`config.mk`:
```
export PLATFORM = sky130hd
export DESIGN_NAME = websocket_masked_frame_builder_unit
export DESIGN_NICKNAME = d
export VERILOG_FILES = /design/src/rtl/wsmfb_pkg.sv /design/src/rtl/websocket_masked_frame_builder_unit.sv /design/src/rtl/wsmfb_ctrl.sv /design/src/rtl/wsmfb_datapath.sv
export SDC_FILE = /design/constraint.sdc
export NUM_CORES = 1
export LEC_CHECK = 0
export ABC_AREA = 1
export BUFFER_PORTS_ARGS = -buffer_cell sky130_fd_sc_hd__buf_2
export CORE_ASPECT_RATIO = 0.5
export CORE_UTILIZATION = 30
export CTS_CLUSTER_DIAMETER = 100
export DETAILED_ROUTE_END_ITERATION = 8
export PLACE_DENSITY_LB_ADDON = 0.2
export SYNTH_ARGS = -nofsm -noshare
export SYNTH_HDL_FRONTEND = slang
export SYNTH_SLANG_ARGS = --single-unit
```
`constraint.sdc`:
```
create_clock -name i_clk -period 5.3 [get_ports i_clk]
set_clock_uncertainty 0.2 [all_clocks]
set_input_delay 0.53 -clock i_clk [delete_from_list [all_inputs] [get_ports i_clk]]
set_output_delay 0.53 -clock i_clk [all_outputs]
set_load 0.01 [all_outputs]
```
`src/rtl/wsmfb_pkg.sv`:
```
// ----------------------------------------------------------------------------
// wsmfb_pkg
// Types and constants shared by the masked WebSocket frame builder.
// ----------------------------------------------------------------------------
package wsmfb_pkg;

    // Width of the length field that is actually carried in the header.
    localparam int LENGTH_BITS = 32;
    localparam logic [63:0] LEN_MASK = (LENGTH_BITS >= 64) ? {64{1'b1}} :
                                       ((64'd1 << LENGTH_BITS) - 64'd1);

    // Input word layout, lowest bit first.
    localparam int OPCODE_W  = 4;
    localparam int LENGTH_W  = 32;
    localparam int KEY_W     = 32;
    localparam int BYTE_W    = 8;
    localparam int OPCODE_LO = 0;
    localparam int LENGTH_LO = OPCODE_LO + OPCODE_W;
    localparam int KEY_LO    = LENGTH_LO + LENGTH_W;
    localparam int DATA_LO   = KEY_LO + KEY_W;
    localparam int IN_BITS   = DATA_LO + BYTE_W;
    localparam int IN_TDATA_W = ((IN_BITS + 7) / 8) * 8;

    // Header run: FIN byte, length byte, up to eight length bytes, four key bytes.
    localparam int HDR_BYTES = 14;
    localparam int HDR_W     = HDR_BYTES * 8;
    localparam int CNT_W     = $clog2(HDR_BYTES);

    localparam logic [7:0]  FIN_BIT     = 8'h80;
    localparam logic [7:0]  MASKED_FLAG = 8'h80;
    localparam logic [6:0]  LEN16_CODE  = 7'd126;
    localparam logic [6:0]  LEN64_CODE  = 7'd127;
    localparam logic [63:0] LEN16_MAX   = 64'd65535;

    localparam logic REQ_START   = 1'b0;
    localparam logic REQ_PAYLOAD = 1'b1;

    // Commands from the controller to the datapath.
    typedef struct packed {
        logic ld_start;   // capture the header run and the key
        logic ld_payload; // load a masked payload byte into the output register
        logic ld_hdr;     // move the next header byte into the output register
    } t_cmd;

    // Status from the datapath to the controller.
    typedef struct packed {
        logic hdr_last;   // the next header byte is the final one of the run
    } t_status;

endpackage

```
`src/rtl/websocket_masked_frame_builder_unit.sv`:
```
// ----------------------------------------------------------------------------
// websocket_masked_frame_builder_unit
// Builds a masked client-to-server WebSocket frame as a byte stream.
// ----------------------------------------------------------------------------
// Input stream: s_axis_tuser selects the request kind (0 starts a frame,
// 1 carries one payload byte); s_axis_tdata holds opcode, length, key and
// data byte. Output stream: one frame byte per transfer, m_axis_tuser marks
// header and key bytes, m_axis_tlast marks the final byte a request causes.
// A payload request is masked with the stored key and appears on the output
// in the cycle after acceptance; payload requests sustain one per cycle while
// the receiver takes every byte. A start request loads the header shift
// register, which emits one byte per cycle while the receiver takes them;
// no request is taken until its last byte has moved into the output register,
// after which the next one can be taken in the same cycle the tail byte waits.
// Reset clears the stored key and the mask position to zero and empties the
// output register. When the receiver stalls the output register holds its
// byte, and s_axis_tready falls until the byte is taken.
// ----------------------------------------------------------------------------
module websocket_masked_frame_builder_unit (
    input  logic                                 i_clk,
    input  logic                                 i_rst_n,
    input  logic                                 s_axis_tvalid,
    output logic                                 s_axis_tready,
    // Fields from bit 0: opcode[3:0], frame_len[35:4], mask_key[67:36],
    // data_byte[75:68], zero padding[79:76].
    input  logic [wsmfb_pkg::IN_TDATA_W-1:0]     s_axis_tdata,
    // Fields from bit 0: req_type.
    input  logic                                 s_axis_tuser,
    output logic                                 m_axis_tvalid,
    input  logic                                 m_axis_tready,
    // Fields from bit 0: out_byte[7:0].
    output logic [wsmfb_pkg::BYTE_W-1:0]         m_axis_tdata,
    // Fields from bit 0: is_header.
    output logic                                 m_axis_tuser,
    output logic                                 m_axis_tlast
);

    wsmfb_pkg::t_cmd    cmd;
    wsmfb_pkg::t_status status;

    wsmfb_ctrl u_ctrl (
        .i_clk       (i_clk),
        .i_rst_n     (i_rst_n),
        .i_in_valid  (s_axis_tvalid),
        .i_in_kind   (s_axis_tuser),
        .o_in_ready  (s_axis_tready),
        .i_out_ready (m_axis_tready),
        .o_out_valid (m_axis_tvalid),
        .i_status    (status),
        .o_cmd       (cmd)
    );

    wsmfb_datapath u_datapath (
        .i_clk            (i_clk),
        .i_rst_n          (i_rst_n),
        .i_opcode         (s_axis_tdata[wsmfb_pkg::OPCODE_LO +: wsmfb_pkg::OPCODE_W]),
        .i_frame_len      (s_axis_tdata[wsmfb_pkg::LENGTH_LO +: wsmfb_pkg::LENGTH_W]),
        .i_mask_key       (s_axis_tdata[wsmfb_pkg::KEY_LO +: wsmfb_pkg::KEY_W]),
        .i_data_byte      (s_axis_tdata[wsmfb_pkg::DATA_LO +: wsmfb_pkg::BYTE_W]),
        .i_cmd            (cmd),
        .o_status         (status),
        .o_out_byte       (m_axis_tdata),
        .o_is_header      (m_axis_tuser),
        .o_last_of_run    (m_axis_tlast)
    );

endmodule

```
`src/rtl/wsmfb_ctrl.sv`:
```
// ----------------------------------------------------------------------------
// wsmfb_ctrl
// Handshake controller: accepts requests, sequences the header run and owns
// the output valid flag.
// ----------------------------------------------------------------------------
module wsmfb_ctrl (
    input  logic               i_clk,
    input  logic               i_rst_n,
    input  logic               i_in_valid,
    input  logic               i_in_kind,
    output logic               o_in_ready,
    input  logic               i_out_ready,
    output logic               o_out_valid,
    input  wsmfb_pkg::t_status i_status,
    output wsmfb_pkg::t_cmd    o_cmd
);

    typedef enum logic [1:0] {
        S_RUN = 2'b01,
        S_HDR = 2'b10
    } t_state;

    t_state r_state, n_state;
    logic   r_out_valid, n_out_valid;
    logic   out_free;
    logic   accept;

    assign out_free    = !r_out_valid || i_out_ready;
    assign o_out_valid = r_out_valid;

    always_comb begin
        n_state     = r_state;
        n_out_valid = r_out_valid && !i_out_ready;
        o_cmd       = '0;
        o_in_ready  = 1'b0;
        accept      = 1'b0;
        unique case (r_state)
            S_RUN: begin
                o_in_ready = out_free;
                accept     = i_in_valid && out_free;
                if (accept) begin
                    if (i_in_kind == wsmfb_pkg::REQ_PAYLOAD) begin
                        o_cmd.ld_payload = 1'b1;
                        n_out_valid      = 1'b1;
                    end else begin
                        o_cmd.ld_start = 1'b1;
                        n_state        = S_HDR;
                    end
                end
            end
            S_HDR: begin
                if (out_free) begin
                    o_cmd.ld_hdr = 1'b1;
                    n_out_valid  = 1'b1;
                    if (i_status.hdr_last) begin
                        n_state = S_RUN;
                    end
                end
            end
            default: begin
                n_state     = S_RUN;
                n_out_valid = 1'b0;
            end
        endcase
    end

    always_ff @(posedge i_clk) begin
        if (!i_rst_n) begin
            r_state     <= S_RUN;
            r_out_valid <= 1'b0;
        end else begin
            r_state     <= n_state;
            r_out_valid <= n_out_valid;
        end
    end

endmodule

```
`src/rtl/wsmfb_datapath.sv`:
```
// ----------------------------------------------------------------------------
// wsmfb_datapath
// Header builder, header shift register, mask key store and output register.
// ----------------------------------------------------------------------------
module wsmfb_datapath (
    input  logic                                i_clk,
    input  logic                                i_rst_n,
    input  logic [wsmfb_pkg::OPCODE_W-1:0]      i_opcode,
    input  logic [wsmfb_pkg::LENGTH_W-1:0]      i_frame_len,
    input  logic [wsmfb_pkg::KEY_W-1:0]         i_mask_key,
    input  logic [wsmfb_pkg::BYTE_W-1:0]        i_data_byte,
    input  wsmfb_pkg::t_cmd                     i_cmd,
    output wsmfb_pkg::t_status                  o_status,
    output logic [wsmfb_pkg::BYTE_W-1:0]        o_out_byte,
    output logic                                o_is_header,
    output logic                                o_last_of_run
);

    logic [wsmfb_pkg::HDR_W-1:0] r_hdr, n_hdr_load;
    logic [wsmfb_pkg::CNT_W-1:0] r_cnt, n_cnt_load;
    logic [wsmfb_pkg::KEY_W-1:0] r_key;
    logic [1:0]                  r_pos;
    logic [7:0]                  r_out_byte;
    logic                        r_is_header;
    logic                        r_last;
    logic [63:0]                 len64;
    logic [7:0]                  hb [wsmfb_pkg::HDR_BYTES];
    logic [7:0]                  mask_byte;

    assign len64 = 64'(i_frame_len) & wsmfb_pkg::LEN_MASK;

    // Lay out the header run, first byte at index zero.
    always_comb begin
        for (int i = 0; i < wsmfb_pkg::HDR_BYTES; i++) begin
            hb[i] = 8'h00;
        end
        hb[0] = wsmfb_pkg::FIN_BIT | 8'(i_opcode);
        if (len64 < 64'(wsmfb_pkg::LEN16_CODE)) begin
            hb[1] = wsmfb_pkg::MASKED_FLAG | {1'b0, len64[6:0]};
            for (int i = 0; i < 4; i++) begin
                hb[2 + i] = i_mask_key[8 * (3 - i) +: 8];
            end
            n_cnt_load = wsmfb_pkg::CNT_W'(5);
        end else if (len64 <= wsmfb_pkg::LEN16_MAX) begin
            hb[1] = wsmfb_pkg::MASKED_FLAG | {1'b0, wsmfb_pkg::LEN16_CODE};
            hb[2] = len64[15:8];
            hb[3] = len64[7:0];
            for (int i = 0; i < 4; i++) begin
                hb[4 + i] = i_mask_key[8 * (3 - i) +: 8];
            end
            n_cnt_load = wsmfb_pkg::CNT_W'(7);
        end else begin
            hb[1] = wsmfb_pkg::MASKED_FLAG | {1'b0, wsmfb_pkg::LEN64_CODE};
            for (int i = 0; i < 8; i++) begin
                hb[2 + i] = len64[8 * (7 - i) +: 8];
            end
            // The top bit of the 64-bit length is always sent as zero.
            hb[2][7] = 1'b0;
            for (int i = 0; i < 4; i++) begin
                hb[10 + i] = i_mask_key[8 * (3 - i) +: 8];
            end
            n_cnt_load = wsmfb_pkg::CNT_W'(13);
        end
        for (int i = 0; i < wsmfb_pkg::HDR_BYTES; i++) begin
            n_hdr_load[8 * (wsmfb_pkg::HDR_BYTES - 1 - i) +: 8] = hb[i];
        end
    end

    // Position p selects key bits 31-8p down to 24-8p.
    assign mask_byte = r_key[{~r_pos, 3'b000} +: 8];

    assign o_status.hdr_last = (r_cnt == '0);

    always_ff @(posedge i_clk) begin
        if (!i_rst_n) begin
            r_key <= '0;
            r_pos <= '0;
            r_cnt <= '0;
        end else if (i_cmd.ld_start) begin
            r_key <= i_mask_key;
            r_pos <= '0;
            r_cnt <= n_cnt_load;
        end else if (i_cmd.ld_payload) begin
            r_pos <= r_pos + 2'd1;
        end else if (i_cmd.ld_hdr) begin
            r_cnt <= r_cnt - wsmfb_pkg::CNT_W'(1);
        end
    end

    always_ff @(posedge i_clk) begin
        if (i_cmd.ld_start) begin
            r_hdr <= n_hdr_load;
        end else if (i_cmd.ld_hdr) begin
            r_hdr <= {r_hdr[wsmfb_pkg::HDR_W-9:0], 8'h00};
        end
    end

    always_ff @(posedge i_clk) begin
        if (i_cmd.ld_payload) begin
            r_out_byte  <= i_data_byte ^ mask_byte;
            r_is_header <= 1'b0;
            r_last      <= 1'b1;
        end else if (i_cmd.ld_hdr) begin
            r_out_byte  <= r_hdr[wsmfb_pkg::HDR_W-1 -: 8];
            r_is_header <= 1'b1;
            r_last      <= (r_cnt == '0);
        end
    end

    assign o_out_byte    = r_out_byte;
    assign o_is_header   = r_is_header;
    assign o_last_of_run = r_last;

endmodule

```
## Word-level counts from Yosys, hierarchy flattened

Cells that the tools add are included.

- Bitwise logic cells: 3
- Equality and inequality tests: 7
- Muxes and demuxes: 29
- Add/subtract/negate cells: 2
- Reductions and logical operators: 11
- Order comparisons: 2
- Shift operators: 1

Operators with widths:

| cell | number |
|---|---|
| $mux 108 | 2 |
| $mux 64 | 1 |
| $mux 49 | 1 |
| $mux 48 | 1 |
| $mux 40 | 1 |
| $le 32x16->1 const B | 1 |
| $lt 32x7->1 const B | 1 |
| $shiftx 32x6->8 | 1 |
| $mux 4 | 5 |
| $mux 8 | 2 |
| $mux 2 | 6 |
| $mux 1 | 8 |
| $xor 8x8->8 | 1 |
| $ne 2x1->1 const B | 3 |
| $logic_not 4->1 | 1 |
| $ne 2x2->1 const B | 2 |
| $pmux 2 s2 | 1 |
| $reduce_and 4->1 | 1 |
| $reduce_bool 2->1 | 2 |
| $sub 4x1->4 const B | 1 |
| $add 2x1->2 const B | 1 |
| $eq 2x1->1 const B | 1 |
| $eq 2x2->1 const B | 1 |
| $logic_and 1x1->1 | 2 |
| 7 further kinds | 8 |

- Output and inout bits: 12
- Bits of input ports: 85
- Bits in registers: 163
- Word-level logic and storage cells: 65

## Longest topological paths before layout

Gate-level depths: netlist (run 1).

- Depth in word-level cells: 7
- Depth in mapped cells: 9
- Mapped depth without buffers: 9

## Hierarchy

A second synthesis (run 1) with hierarchy kept.

- Cell total of the unflattened synthesis: 914
- Area total of the unflattened synthesis: 7722.4 um^2

Modules (own cells, without submodules):

| module | area each (um^2) | times used | cells an instance | sequential area each (um^2) |
|---|---|---|---|---|
| wsmfb_datapath | 7485.9 | 1 | 877 | 4364.2 |
| wsmfb_ctrl | 236.5 | 1 | 37 | 60.1 |

## Worst setup path after synthesis (run 1)

Ideal clock, no wire load.

- Path type: input port to flip-flop
- From: input m_axis_tready
- To: register u_datapath.r_cnt[0] in the netlist's numbering
- Arrival time: 3860 ps
- Buffers on the path: 0
- Library setup time: 122 ps
- Cell stages on the path: 7
- Setup slack: 1118 ps
- Required time: 4978 ps
- Cells stage by stage: inv_1 nand2_2 nand2_1 nand2_1 nand2_1 nor3_1 nor2_1

- Word-level cells in the longest chain between the ends: 6
- Elaborated cells between the ends (all ways): 10
- Those cells by class: eq/ne: 1; mux: 5; reduce/logical: 4

RTL lines:

| item | line | RTL |
|---|---|---|
| from (decl) | websocket_masked_frame_builder_unit.sv:30 | `input logic m_axis_tready,` |
| $logic_or 1x1->1 * | wsmfb_ctrl.sv:28 | `assign out_free = !r_out_valid \|\| i_out_ready;` |
| $logic_and 1x1->1 | wsmfb_ctrl.sv:40 | `accept = i_in_valid && out_free;` |
| $mux 2 | wsmfb_ctrl.sv:41 | `if (accept) begin` |
| $mux 2 | wsmfb_ctrl.sv:37 | `unique case (r_state)` |
| $ne 2x1->1 (no source line) / $reduce_bool 2->1 (equally long branches) | -- |  |
| $reduce_and 2->1 (no source line) | -- |  |
| to (signal assigned) | wsmfb_datapath.sv:82 | `r_cnt <= n_cnt_load;` |
| to (signal assigned) | wsmfb_datapath.sv:86 | `r_cnt <= r_cnt - wsmfb_pkg::CNT_W'(1);` |
| to (decl) | wsmfb_datapath.sv:20 | `logic [wsmfb_pkg::CNT_W-1:0] r_cnt, n_cnt_load;` |

Mark *: on every way between the ends. The rest lies on a longest branch, timed or not.
A chain may end at the register's enable or synchronous reset.

## Final worst setup path (run 1)

- From: register u_ctrl.r_state[1]
- To: register u_datapath.r_hdr[65] in the netlist's numbering (enable)

- Word-level cells in the longest chain between the ends: 3
- Elaborated cells between the ends (all ways): 5
- Those cells by class: eq/ne: 2; mux: 2; reduce/logical: 1

RTL lines:

| item | line | RTL |
|---|---|---|
| from (decl) | wsmfb_ctrl.sv:23 | `t_state r_state, n_state;` |
| from (signal assigned) | wsmfb_ctrl.sv:72 | `r_state <= n_state;` |
| $eq 2x2->1 / $eq 2x1->1 (equally long branches) | wsmfb_ctrl.sv:37 |  |
| $mux 1 / $mux 2 (equally long branches) | wsmfb_ctrl.sv:37 |  |
| $reduce_bool 2->1 (no source line) * | -- |  |
| to (signal assigned) | wsmfb_datapath.sv:92 | `r_hdr <= n_hdr_load;` |
| to (signal assigned) | wsmfb_datapath.sv:94 | `r_hdr <= {r_hdr[wsmfb_pkg::HDR_W-9:0], 8'h00};` |
| to (decl) | wsmfb_datapath.sv:19 | `logic [wsmfb_pkg::HDR_W-1:0] r_hdr, n_hdr_load;` |

Marked as above.

==> flow_metrics.env, run 1 <==
export IMPL_die_area_um2=26400
export IMPL_yosys_warnings=0
export IMPL_dp_hpwl_um=15600
export IMPL_dp_cells=1269
export IMPL_final_cell_count_no_fill=1301
export IMPL_synth_xor_area_share_pct=0.910
export IMPL_post_route_period_util_pct=65.5
export IMPL_numPortBuffers=92
export IMPL_cts_max_level=4
export IMPL_syn_area_per_cell_um2=8.78
export IMPL_grt_pass1_vias=5963
export IMPL_postRouteAntennaNets=0
export IMPL_place_congestion=0.793
export IMPL_crit_path_end_kind="register"
export IMPL_post_cts_resized=0
export IMPL_overflow=0
export IMPL_track_usage_pct=18.4
export IMPL_wire_per_inst_um=18.0
export IMPL_max_slew_margin_pct=26.8
export IMPL_cts_tree="yes"
export IMPL_fin_nets=1032
export IMPL_synth_adder_area_share_pct=0.487
export IMPL_via_per_inst=4.85
export IMPL_ir_drop_uv=225
export IMPL_cpMaxStageDelayCell="nand2_4"
export IMPL_grt_max_degree=78
export IMPL_drt_pass1_iter_count=5
export IMPL_drcViolationCount=0
export IMPL_cts_made_buffers=17
export IMPL_post_route_min_period_ns=3.47
export IMPL_initial_core_util_pct=30.6
export IMPL_core_area_um2=25200
export IMPL_rsz0062_at_grt="no"
export IMPL_status="finished clean"
export IMPL_synth_distinct_cells=32
export IMPL_setup_viol=0
export IMPL_startpoint_type="register"
export IMPL_tightest_slew_ns=1.10
export IMPL_wirelength_um=23500
export IMPL_place_ws_ns=1.64
export IMPL_insertedDiodeCount=0
export IMPL_initialDrtViolationCount=609
export IMPL_synth_top_family_by_area="simple AND/OR/NAND/NOR gates"
export IMPL_power_density_nw_per_um2=476
export IMPL_finalWorstSetupSlack_ns=1.83
export IMPL_synthesis_area_um2=7700
export IMPL_synth_nets=965
export IMPL_slew_viol_final=0
export IMPL_grt_pass1_wl_um=35900
export IMPL_num_vias=6308
export IMPL_netlist_instances=877
export IMPL_synthSimpleGateAreaFrac_pct=28.7
export IMPL_clock_root_buffer="clkbuf_16"
export IMPL_ioPinCount=97
export IMPL_seq_area_frac_synth_pct=57.5
export IMPL_path_clk_slew_ns=0.06
export IMPL_cts_setup_buffers=0
export IMPL_hold_path_class="primary input to register"
export IMPL_ys_seq_elements=163
export IMPL_cp_required_ns=5.17
export IMPL_critPathMaxStageDelay_ns=1.05
export IMPL_clock_sinks=163
export IMPL_die_w_um=229
export IMPL_path_max_fanout=77
export IMPL_yosys_mux_area_fraction_pct=0
export IMPL_rows=41
export IMPL_grt_antenna_before_repair=0
export IMPL_fill_cells=2615
export IMPL_timing_setup_tns_ns=0
export IMPL_path_class="register to register"
export IMPL_p_leak_nw=3.78
export IMPL_finalHoldViolCount=0
export IMPL_clock_latency_ns=0.43
export IMPL_cap_violations=0
export IMPL_fmax_mhz=288
export IMPL_die_h_um=115
export IMPL_synth_compound_area_share_pct=5.61
export IMPL_syn_to_final_growth_pct=15.7
export IMPL_cts_hold_buffers_added=0
export IMPL_arrival_ns=3.34
export IMPL_cts_buffer_depth=2
export IMPL_path_cells="inv_1, ha_1, nand3_4, nand2_4, buf_4"
export IMPL_drive_above_1_share_pct=15.7
-- cell usage after synthesis --
master / count / area, um2
nand2_1: 305 / 1140
nand3_1: 124 / 621
edfxtp_1: 116 / 3480
nor2_1: 58 / 218
inv_1: 49 / 184
dfxtp_1: 47 / 941
a21oi_1: 40 / 200
o21ai_1: 24 / 120
buf_2: 20 / 100
o21ai_0: 19 / 95.1
buf_6: 13 / 146
clkbuf_1: 10 / 37.5
xor2_1: 8 / 70.1
nand2_2: 5 / 31.3
nor3_1: 5 / 25.0
buf_4: 4 / 30.0
inv_2: 4 / 15.0
ha_1: 3 / 37.5
nand4_1: 3 / 18.8
nor2_2: 3 / 18.8
clkinv_1: 2 / 7.51
nand2_4: 2 / 22.5
nand3_4: 2 / 35.0
nor2_4: 2 / 22.5
or2_2: 2 / 12.5
a21oi_2: 1 / 8.76
and2_1: 1 / 6.26
inv_4: 1 / 6.26
nor2_8: 1 / 20.0
nor3b_1: 1 / 7.51
o21bai_1: 1 / 7.51
or2_0: 1 / 6.26
-- sequential cells by signal, indices dropped and copies added, names as in the netlist --
register	flops
u_datapath.r_hdr	112
u_datapath.r_key	32
u_datapath.o_out_byte	8
u_datapath.r_cnt	4
u_ctrl.r_state	2
u_datapath.r_pos	2
u_ctrl.o_out_valid	1
u_datapath.o_is_header	1
u_datapath.o_last_of_run	1
-- report_power, final --
part / internal, mW / switching, mW
registers: 1.82 / 0.105
logic: 0.302 / 0.731
clock network: 0.745 / 0.533
total: 2.87 / 1.37
-- critical path, delay by kind of cell (launching register included) --
kind,cells,cell delay [ns]
flops,1,0.31
buf+inv,2,0.65
fa+ha+maj,1,0.27
simple gates,2,1.58
-- placed cells by master (no fill, tap or decap), drive strengths merged, types with 6 or more instances in the layout --
cell type,synthesis,routed
nand2,312,312
nand3,126,126
edfxtp,116,116
buf,37,95
nor2,64,64
inv,54,55
dfxtp,47,47
o21ai,43,43
a21oi,41,41
clkbuf,10,21
xor2,8,8
clkinv,2,6
-- metrics by stage --
stage | utilization [%] | power [mW] | hold slack [ns] | area [um2]
6_report | 35.4 | 4.24 | 0.169 | 8910
5_1_grt | 35.4 | 4.48 | 0.161 | 8910
4_1_cts | 35.4 | 4.28 | 0.157 | 8910
3_5_place_dp | 33.0 | 3.00 | 0.251 | 8310
3_3_place_gp | 33.0 | 2.98 | 0.247 | 8310
2_1_floorplan | - | 2.67 | 0.222 | 7700
-- kinds of logic after synthesis --
group,after synthesis
and+or+nand+nor,515
xor gates and xnor gates,8
DFF,163
adders and majority gates,3
AOI/OAI and AO/OA,85
buffers and inverters,103
-- metal layers --
layer / vias to the layer above / track usage (%) / routed length (um)
li1: 3032 / - / -
met1: 3064 / 26.9 / 11800
met2: 194 / 28.0 / 10200
met3: 18 / 3.20 / 1310
met4: 0 / 4.38 / 249
met5: - / 0 / 0
-- final timing paths --
check | end | startpoint | slack (ns) | cells after the start
setup / recovery | u_datapath.r_hdr[65] | u_ctrl.r_state[1] | 1.83 | 5
hold / removal | u_datapath.r_hdr[104] | s_axis_tdata[0] | 0.17 | 3
setup reg to reg | u_datapath.r_hdr[65] | u_ctrl.r_state[1] | 1.83 | 5
hold reg to reg | u_datapath.r_key[12] | u_datapath.r_key[12] | 0.26 | 2
-- area by class of cell --
cell class              count  area [um2]  share of cell area [%]
clock buffers              21         480                    5.39
clock inverters            11         125                    1.40
inverters                  56         213                    2.39
multi-input cells         611        2760                    30.9
flip-flops and latches    163        4420                    49.6
well taps                 344         430                    4.83
repair buffers             95         483                    5.42
No activity file was read; power rests on OpenSTA's default activity.
==> inputs of run 2 (changes only) <==
Clock period 5.3 ns to 3.6 ns, I/O delays scaled along.
==> run 2 against run 1 <==
Net effect:
- sequential cell count stayed put
- utilization is 0.21 points higher
- count of clock-buffer cells in the layout is 2 higher
- global-route usage hardly changed
- design area is 0.59% higher
- clock power is 39% higher
- routed wire length is 0.80% higher
- die area stayed put
- hold slack worse by 0.15 ns
==> flow_metrics.env, run 2 (synthesized netlist as in run 1, its figures left out) <==
export IMPL_rsz0062_at_grt="no"
export IMPL_cts_max_level=4
export IMPL_crit_start="u_ctrl.r_state[1]"
export IMPL_grt_pass1_wl_um=35700
export IMPL_rows=41
export IMPL_cts_made_buffers=17
export IMPL_grt_pass1_vias=5846
export IMPL_place_congestion=0.804
export IMPL_numPortBuffers=92
export IMPL_fin_nets=1038
export IMPL_cap_violations=0
export IMPL_die_h_um=115
export IMPL_path_max_fanout=41
export IMPL_fmax_mhz=386
export IMPL_timing_rr_end="u_datapath.r_hdr[45]"
export IMPL_insertedDiodeCount=0
export IMPL_overflow=0
export IMPL_cts_tree="yes"
export IMPL_finalWorstSetupSlack_ns=1.01
export IMPL_wire_per_inst_um=18.1
export IMPL_path_clk_slew_ns=0.07
export IMPL_place_ws_ns=0.998
export IMPL_critPathMaxStageDelay_ns=0.48
export IMPL_reg2reg_from="u_ctrl.r_state[1]"
export IMPL_die_area_um2=26400
export IMPL_cp_common_cell="nand2_1"
export IMPL_largest_register_ffs=112
export IMPL_wirelength_um=23700
export IMPL_dp_cells=1275
export IMPL_power_density_nw_per_um2=694
export IMPL_timing_hold_ws_ns=0.0169
export IMPL_track_usage_pct=18.4
export IMPL_dp_hpwl_um=16400
export IMPL_final_cell_count_no_fill=1307
export IMPL_post_route_min_period_ns=2.59
export IMPL_clock_latency_ns=0.43
export IMPL_cp_required_ns=3.68
export IMPL_finalHoldViolCount=0
export IMPL_die_w_um=229
export IMPL_tightest_slew_ns=0.855
export IMPL_startpoint_type="register"
export IMPL_clock_root_buffer="clkbuf_16"
export IMPL_setup_viol=0
export IMPL_initialDrtViolationCount=740
export IMPL_cts_setup_buffers=0
export IMPL_cts_buffer_depth=2
export IMPL_via_per_inst=4.83
export IMPL_max_slew_margin_pct=42.8
export IMPL_mostFrequentLayoutCells="nand2_1 (304), nand3_1 (124), edfxtp_1 (116)"
export IMPL_post_cts_resized=0
export IMPL_clock_sinks=163
export IMPL_rrSetupSlack_ns=1.01
export IMPL_drcViolationCount=0
export IMPL_critPathCapture="u_datapath.r_hdr[45]"
export IMPL_postRouteAntennaNets=0
export IMPL_regMostFlops="u_datapath.r_hdr"
export IMPL_post_route_period_util_pct=72.0
export IMPL_ioPinCount=97
export IMPL_cpMaxStageDelayCell="inv_4"
export IMPL_ir_drop_uv=375
export IMPL_status="finished clean"
export IMPL_drive_above_1_share_pct=16.1
export IMPL_path_class="register to register"
export IMPL_timing_setup_tns_ns=0
export IMPL_p_leak_nw=3.83
export IMPL_num_vias=6309
export IMPL_path_cells="inv_1, ha_1, nand3_4, inv_4, nand2_4, inv_2, nand2_1, nand2_1"
export IMPL_initial_core_util_pct=30.6
export IMPL_power_mw=6.22
export IMPL_grt_antenna_before_repair=0
export IMPL_grt_max_degree=119
export IMPL_crit_path_end_kind="register"
export IMPL_cts_hold_buffers_added=0
export IMPL_hold_path_class="primary input to register"
export IMPL_drt_pass1_iter_count=5
export IMPL_core_area_um2=25200
export IMPL_ff2ff_path_depth=8
export IMPL_slew_viol_final=0
export IMPL_arrival_ns=2.67
export IMPL_layout_commonest_cell="nand2_1"
export IMPL_syn_to_final_growth_pct=16.4
[run 2: power breakdown]
group / switching [mW] / total [mW] / internal, mW
clock network: 0.775 / 1.78 / 1.01
registers: 0.157 / 2.83 / 2.68
logic: 1.12 / 1.60 / 0.488
[run 2: per-layer routing]
metal  vias to the layer above  global-route usage (%)  routed length [um]
li1                       3050                       -                   -
met1                      3043                    27.7               11900
met2                       208                    27.0               10100
met3                         8                    3.65                1560
met4                         0                    3.71                 108
met5                         -                       0                   0
[run 2: critical path, delay by kind of cell, from the launching register on]
family / cells / cell delay, ns
fa+ha+maj: 1 / 0.26
buf+inv: 3 / 0.84
flops: 1 / 0.32
simple gates: 4 / 0.81
[run 2: worst min-delay path by stage]
stage	slack [ns]	cells past startpoint	to	start
finish	0.02	3	u_datapath.r_hdr[106]	s_axis_tdata[2]
CTS	0.005	3	u_datapath.r_hdr[106]	s_axis_tdata[2]
global route	0.02	3	u_datapath.r_hdr[104]	s_axis_tdata[0]
detailed placement	0.26	2	u_datapath.r_key[13]	u_datapath.r_key[13]
global placement	0.25	2	u_datapath.r_hdr[111]	u_datapath.r_hdr[103]
floorplan	0.22	2	u_datapath.r_hdr[111]	u_datapath.r_hdr[103]
[run 2: cell type report]
type                       instances  area, um2
fill                            2651      16200
sequential                       163       4420
multi-input combinational        611       2760
timing repair buffer             101        566
clock buffer                      23        510
tap                              344        430
inverter                          56        213
clock inverter                     9       65.1
[run 2: metrics by stage]
stage	util [%]	area, um2
final	35.6	8960
after global routing	35.6	8960
after CTS	35.6	8960
after detailed placement	33.3	8390
after global placement	33.3	8390
after floorplan	-	7700
